File: src/rtl/core/sbr_div.sv
// sbr_div: restoring unsigned divider, one quotient bit per cycle.
// No dependencies.
`default_nettype none
module sbr_div #(
    parameter int NW = 20,
    parameter int DW = 13
) (
    input  wire logic          clk,
    input  wire logic          rst_n,
    input  wire logic          go,
    input  wire logic [NW-1:0] num,
    input  wire logic [DW-1:0] den,
    output logic               done,
    output logic      [NW-1:0] quo,
    output logic      [DW-1:0] rem
);
    localparam int CW = $clog2(NW + 1);
    logic [CW-1:0] cnt_reg;
    logic          run_reg;
    logic [NW-1:0] q_reg;
    logic [DW:0]   r_reg;
    logic [DW-1:0] d_reg;
    logic [DW:0]   trial;

    always_comb
    begin
        trial = {r_reg[DW-1:0], q_reg[NW-1]};
    end

    always_ff @(posedge clk or negedge rst_n)
    begin
        if (!rst_n)
        begin
            run_reg <= 1'b0;
            cnt_reg <= '0;
            done    <= 1'b0;
        end
        else
        begin
            done <= 1'b0;
            if (go)
            begin
                run_reg <= 1'b1;
                cnt_reg <= CW'(NW);
            end
            else if (run_reg)
            begin
                cnt_reg <= cnt_reg - 1'b1;
                if (cnt_reg == CW'(1))
                begin
                    run_reg <= 1'b0;
                    done    <= 1'b1;
                end
            end
        end
    end

    always_ff @(posedge clk)
    begin
        if (go)
        begin
            q_reg <= num;
            r_reg <= '0;
            d_reg <= den;
        end
        else if (run_reg)
        begin
            if (trial >= {1'b0, d_reg})
            begin
                r_reg <= trial - {1'b0, d_reg};
                q_reg <= {q_reg[NW-2:0], 1'b1};
            end
            else
            begin
                r_reg <= trial;
                q_reg <= {q_reg[NW-2:0], 1'b0};
            end
        end
    end

    assign quo = q_reg;
    assign rem = r_reg[DW-1:0];
endmodule
`default_nettype wire

File: config.mk
export PLATFORM = sky130hd
export DESIGN_NAME = sbr_div
export DESIGN_NICKNAME = d
export VERILOG_FILES = /design/src/rtl/core/sbr_div.sv
export SDC_FILE = /design/constraint.sdc
export NUM_CORES = 1
export LEC_CHECK = 0
export ABC_AREA = 1
export BUFFER_PORTS_ARGS = -buffer_cell sky130_fd_sc_hd__buf_2
export CORE_AREA = 2 2 62 123
export DETAILED_ROUTE_END_ITERATION = 10
export DIE_AREA = 0 0 64 125
export GPL_TIMING_DRIVEN = 0
export HOLD_SLACK_MARGIN = 0.15
export PLACE_DENSITY = 0.67
export SYNTH_ARGS = -nofsm -noshare
export SYNTH_HDL_FRONTEND = slang
export SYNTH_SLANG_ARGS = --single-unit
File: constraint.sdc
create_clock -name clk -period 2.9 [get_ports clk]
set_input_delay 0.29 -clock clk [delete_from_list [all_inputs] [get_ports clk]]
set_output_delay 0.29 -clock clk [all_outputs]
set_load 0.005 [all_outputs]
==> results of run 1 <==
## area by class of cell
cell class,instances,area (sq um),area share
flip-flops and latches,53,1430,0.382
clock buffers,6,129,0.0346
repair buffers,70,355,0.0953
plain buffers,10,55.1,0.0148
inverters,72,270,0.0725
well taps,92,115,0.0309
clock inverters,2,13.8,0.00369
multi-input cells,264,1370,0.366
## path summary, 6_finish.rpt
path / startpoint / end / slack, ns / cells past startpoint
min in group asynchronous: rst_n / cnt_reg[4] / 0.34 / 2
setup reg to reg: quo[19] / r_reg[8] / 0.57 / 13
max in group asynchronous: rst_n / done / 2.40 / 2
hold reg to reg: r_reg[12] / r_reg[12] / 0.49 / 2
setup / recovery: quo[19] / r_reg[8] / 0.57 / 13
hold / removal: den[8] / d_reg[8] / 0.16 / 1
## synthesized netlist by cell type (3+ instances only)
| library cell | count | area, sq um |
|---|---|---|
| o21ai_1 | 4 | 20.0 |
| nand4_1 | 17 | 106 |
| xor2_1 | 3 | 26.3 |
| xnor2_1 | 3 | 26.3 |
| a21oi_1 | 4 | 20.0 |
| dfxtp_1 | 13 | 260 |
| o21ai_0 | 6 | 30.0 |
| nand3_1 | 26 | 130 |
| dfrtp_1 | 7 | 175 |
| clkbuf_1 | 5 | 18.8 |
| inv_1 | 69 | 259 |
| ha_1 | 15 | 188 |
| nor2_1 | 14 | 52.6 |
| nand3_2 | 5 | 50.1 |
| edfxtp_1 | 33 | 991 |
| nand2_1 | 152 | 571 |
## critical path, delay by kind of cell (launching register included)
kind                     cells  cell delay, ns
flip-flops                   1            0.43
adder cells (fa/ha/maj)      2            0.61
buffers and inverters        3            0.40
AND/OR/NAND/NOR              7            0.66
AO/OA/AOI/OAI                1            0.07
## logic make-up (layout without fill, tap and decap cells)
kind of cell | after synthesis | after routing
adder cells (fa/ha/maj) | 16 | 16
AO/OA/AOI/OAI | 16 | 16
flip-flops | 53 | 53
buffers and inverters | 82 | 160
XOR/XNOR | 6 | 6
AND/OR/NAND/NOR | 226 | 226
## layer usage
layer / routed length, um / global-route usage / vias to the layer above
met4: 170 / 0.0742 / 0
met3: 342 / 0.0333 / 17
met5: 0 / 0 / -
met2: 3500 / 0.313 / 68
met1: 3210 / 0.244 / 1212
li1: - / - / 1419
## cell usage in the layout, fill, tap and decap left out, types with 3 or more instances in the layout
cell type / n
a21oi_1: 4
buf_2: 71
clkbuf_1: 6
clkbuf_16: 5
dfrtp_1: 7
dfxtp_1: 13
edfxtp_1: 33
ha_1: 15
inv_1: 69
nand2_1: 152
nand3_1: 26
nand3_2: 5
nand4_1: 17
nor2_1: 14
o21ai_0: 6
o21ai_1: 4
xnor2_1: 3
xor2_1: 3
## timing repair
action | CTS | global route
setup buffers | 0 | 0
hold endpoints to repair | 7 | 0
hold buffers | 1 | 0
gates resized for setup | 0 | 0
setup endpoints to repair | 0 | 0
## power groups by stage
stage	clock [mW]	sequential, mW	combinational [mW]
floorplan	0	1.06	1.04
detailed placement	0	1.07	1.44
global placement	0	1.06	1.42
finish	0.603	1.05	1.45
global route	0.637	1.07	1.64
CTS	0.612	1.05	1.45
==> impl_metrics.toml, run 1 <==
[global_routing]
grt_antenna_before_repair = 0
grt_pass1_wl_mm = 11.8
grt_max_degree = 28
grt_overflow = 0
grt_pass1_vias = 2554
grt_usage = 0.190

[synthesis]
synthArstFlopShare = 0.132
avgSynthCellArea_sq_um = 7.81
synth_compound_area_frac = 0.0297
yosysSeqAreaShare = 0.458
synth_top_family_by_area = "simple AND/OR/NAND/NOR gates"
synth_fa_ha_area_frac = 0.0666
syn-num-nets = 451
synthCells = 399
synth.area.mux_share = 0
synth_edf_count = 33
synth_area_sq_mm = 0.00312
ys.flop_type = "edfxtp_1"
ys_ff_latch = 53
yosysWarnings = 0
yosysUniqueCellTypes = 34
synthXorXnorAreaFrac = 0.0169
yosys.area_share.simple = 0.325

[cts]
clkTransAtPathRegs_ns = 0.07
cts_buffer_depth = 2
clkSinkCount = 53
cts_tree = "built"
htree_levels = 2
numCtsBuffers = 5
clock_latency_ns = 0.30
root_buffer = "clkbuf_16"

[power]
cellLeakagePower_nw = 2.03
p_clk_frac = 0.194
p_int_mw = 1.84
power_mw = 3.10
power.switching_mw = 1.27
ir_drop_v = 0.000568
power.share.sequential = 0.338
cellPowerDensity_mw_per_mm2 = 832
switching_share = 0.408
combPwrFrac = 0.467

[finish]
stdcell_count = 569
design_area_sq_mm = 0.00373
drive_gt1_frac = 0.205
fillers = 715
syn_to_final_growth_pct = 19.7
largest_reg_flops = 20
final_core_util = 0.525
nNetsFinal = 528
antennaDiodeCount = 0

[timing]
fmax_mhz = 430
post-route-worst-setup-slack_ns = 0.573
finalCriticalPeriod_ns = 2.33
timing.final.crit_share = 0.802
max_slew.worst_pin.slew_ns = 1.02
holdWs_ns = 0.164
skew_ns = 0.00907
relSlewSlack = 0.320
rsz0062_at_grt = "no"
slew_viol_final = 0
setup_tns_ns = 0
setup_viol = 0
hold_viol = 0

[routing]
wire_per_inst_um = 12.7
drc = 0
postRouteWirelength_mm = 7.22
drt_iter0_drc = 147
final_antenna_net_count = 0
first_pass_iters = 4
vias = 2716
vias_per_cell = 4.77

[floorplanning]
initial_core_util = 0.439
die_h_um = 125
num_io_pins = 70
rows = 44
core_area_sq_mm = 0.00710
die_w_um = 64
dieArea_sq_mm = 0.00800

[status]
status = "finished clean"

[worst_setup_path]
start_kind = "flip-flop"
crit_type = "flip-flop to flip-flop"
cpMostUsedCell = "nand2_1"
crit_chain = "inv_1, ha_1, inv_1, fa_1, nand2_1, nand2_1, nand3_1, nand2_1, nand2_4, buf_4, nand4_1, nand3_1, o21ai_1"
endpoint_kind = "flip-flop"
cpPeakStageDelay_ns = 0.46
required_ns = 3.06
path_max_fanout = 10
slowest_stage = "fa_1"
crit_arrival_ns = 2.48

[placed_design]
dp_slack_ns = 0.342
portBuffers = 69
hpwlAfterDp_mm = 5.31
dpl_cell_area_sq_mm = 0.00358
dp_cells = 560
gp_congestion = 0.862

[job]
max_cap_violations = 0

[worst_hold_path]
min_path_type = "input pin to flip-flop"
(Power assumes the default switching activity.)
==> run 2, diff against run 1 <==
- ABC_AREA: 1 -> 0
- CORE_AREA: 2 2 62 123 -> 2 2 61 120
- DIE_AREA: 0 0 64 125 -> 0 0 63 122
- PLACE_DENSITY: 0.67 -> 0.69
- clock period: 2.9 -> 1.9 ns (I/O delays scaled with it)
==> impl_metrics.toml, run 2 <==
[status]
status = "finished, violations left"
violations = "setup timing"

[finish]
syn_to_final_growth_pct = 31.4
final_core_util = 0.564
nNetsFinal = 420
layout.cells.most_common = "buf_2"
largest_reg_flops = 20
antennaDiodeCount = 0
drive_gt1_frac = 0.358
stdcell_count = 459
layout_common_cells = "buf_2 (70), edfxtp_1 (33), mux2_2 (20)"

[worst_setup_path]
required_ns = 1.96
endpoint_kind = "flip-flop"
r2r-start = "quo[19]"
rr_endpoint = "quo[0]"
start_kind = "flip-flop"
critPathLaunch = "quo[19]"
endpoint = "quo[0]"
r2r_setup_slack_ns = -0.70
path_max_fanout = 5
crit_type = "flip-flop to flip-flop"
r2r_cells = 11
crit_arrival_ns = 2.66

[routing]
drt_iter0_drc = 98
first_pass_iters = 4
vias = 2402
drc = 0
postRouteWirelength_mm = 6.76
wire_per_inst_um = 14.7
vias_per_cell = 5.23
final_antenna_net_count = 0

[timing]
hold_viol = 0
fmax_mhz = 384
timing.final.crit_share = 1.37
finalCriticalPeriod_ns = 2.60
relSlewSlack = 0.599
holdWs_ns = 0.186
rsz0062_at_grt = "yes"
post-route-worst-setup-slack_ns = -0.703
skew_ns = 0.00945
slew_viol_final = 0
max_slew.worst_pin.slew_ns = 0.602
setup_viol = 14

[cts]
numCtsBuffers = 5
clkTransAtPathRegs_ns = 0.08
htree_levels = 2
cts_buffer_depth = 2
root_buffer = "clkbuf_16"
cts_tree = "built"
clock_latency_ns = 0.30
clkSinkCount = 53

[floorplanning]
die_w_um = 63
initial_core_util = 0.429
rows = 43
num_io_pins = 70
core_area_sq_mm = 0.00683
die_h_um = 122
dieArea_sq_mm = 0.00769

[synthesis]
yosysWarnings = 0
yosysSeqAreaShare = 0.486
syn-num-nets = 317
synth.top_cells.by_count = "edfxtp_1 (33), inv_1 (20), mux2_2 (20), nor2_1 (20), nand2_1 (19)"
ys_ff_latch = 53
synth_edf_count = 33
synthCells = 265
synth_area_sq_mm = 0.00293
yosys.area.top_type = "edfxtp_1"
synth.area.top_cells = "edfxtp_1 (34%), dfxtp_1 (8.9%), mux2_2 (7.7%), ha_1 (6.4%), dfrtp_1 (6.0%)"
yosys.cell_count.top_type = "edfxtp_1"
avgSynthCellArea_sq_um = 11.1
synthArstFlopShare = 0.132
yosysUniqueCellTypes = 49
ys.flop_type = "edfxtp_1"
synth_top_cell_area_share = 0.338

[global_routing]
grt_overflow = 0
grt_pass1_wl_mm = 10.4
grt_max_degree = 21
grt_usage = 0.172
grt_antenna_before_repair = 0
grt_pass1_vias = 2298

[power]
cellPowerDensity_mw_per_mm2 = 1300
p_int_mw = 3.18
power.switching_mw = 1.83
power.share.sequential = 0.330
cellLeakagePower_nw = 1.70
p_clk_frac = 0.189
ir_drop_v = 0.000897
combPwrFrac = 0.480
switching_share = 0.365

[placed_design]
hpwlAfterDp_mm = 4.79
gp_congestion = 0.838
portBuffers = 69
dp_slack_ns = -0.895
dp_cells = 424

[worst_hold_path]
whs_path_depth = 2
min_path_type = "input pin to flip-flop"

[job]
max_cap_violations = 0
[run 2: cell types whose count changed after synthesis, sizes merged, moves of 10 or more]
cell,delta
a211oi,+10
mux2i,+11
mux2,+21
nand3,-23
nand4,-17
inv,-51
nand2,-136
[run 2: cell type report]
| type | instances | area, sq um |
|---|---|---|
| multi-input cells | 181 | 1420 |
| plain buffers | 11 | 68.8 |
| repair buffers | 95 | 588 |
| clock inverters | 3 | 25.0 |
| repair inverters | 1 | 7.51 |
| clock buffers | 5 | 125 |
| flip-flops and latches | 53 | 1430 |
| inverters | 20 | 78.8 |
| well taps | 90 | 113 |
| fillers | 640 | 2980 |
[run 2: timing repair]
item | in CTS | in global routing
hold endpoints to repair | 20 | 0
hold buffers | 14 | 0
gates resized for setup | 14 | 5
setup buffers | 8 | 4
endpoints found under the setup margin | 14 | 34
pin swaps | 7 | 4
cloned | 0 | 1
[run 2: power groups by stage]
| stage | sequential [mW] | clock [mW] | combinational, mW |
|---|---|---|---|
| floorplan | 1.64 | 0 | 1.45 |
| global placement | 1.66 | 0 | 1.92 |
| detailed placement | 1.68 | 0 | 1.98 |
| CTS | 1.65 | 0.972 | 2.30 |
| global route | 1.69 | 1.01 | 2.61 |
| finish | 1.65 | 0.948 | 2.40 |
[run 2: stage by stage]
step / TNS, ns / cell area [sq um] / total power [mW]
after floorplan: -6.65 / 2940 / 3.09
after global placement: -14.85 / 3400 / 3.58
after detailed placement: -16.46 / 3400 / 3.65
final: -9.02 / 3850 / 5.00
after CTS: -8.65 / 3800 / 4.92
after global routing: -9.96 / 3850 / 5.30
[run 2: routing by layer]
metal | GRT usage | share of wire | up-vias
met5 | 0 | 0 | -
met4 | 0.0764 | 0.017 | 0
li1 | - | - | 1174
met1 | 0.204 | 0.41 | 1165
met3 | 0.0295 | 0.035 | 10
met2 | 0.301 | 0.54 | 53
[run 2: cell families after synthesis]
logic type | count (synthesis) | share of synthesized area
fa+ha+maj | 16 | 0.0708
buf+inv | 31 | 0.0456
compound gates | 52 | 0.131
xor+xnor | 11 | 0.0329
flops | 53 | 0.486
mux | 32 | 0.119
simple gates | 70 | 0.114
[run 2: worst min-delay path by stage]
stage / from / slack (ns) / end
floorplan: rst_n / -0.11 / cnt_reg[0]
global placement: rst_n / 0.03 / done
detailed placement: rst_n / 0.03 / done
CTS: num[12] / 0.18 / quo[12]
global route: num[15] / 0.18 / quo[15]
finish: num[12] / 0.19 / quo[12]
[run 2: critical path, stage by stage, from the launching register on]
cell and delay, ns:
edfxtp_1 0.42, inv_2 0.10, ha_4 0.13, inv_2 0.03, fa_2 0.34, a21o_1 0.21, a221oi_4 0.31, o31ai_2 0.11
a41o_1 0.20, buf_6 0.14, buf_8 0.13, mux2_2 0.25
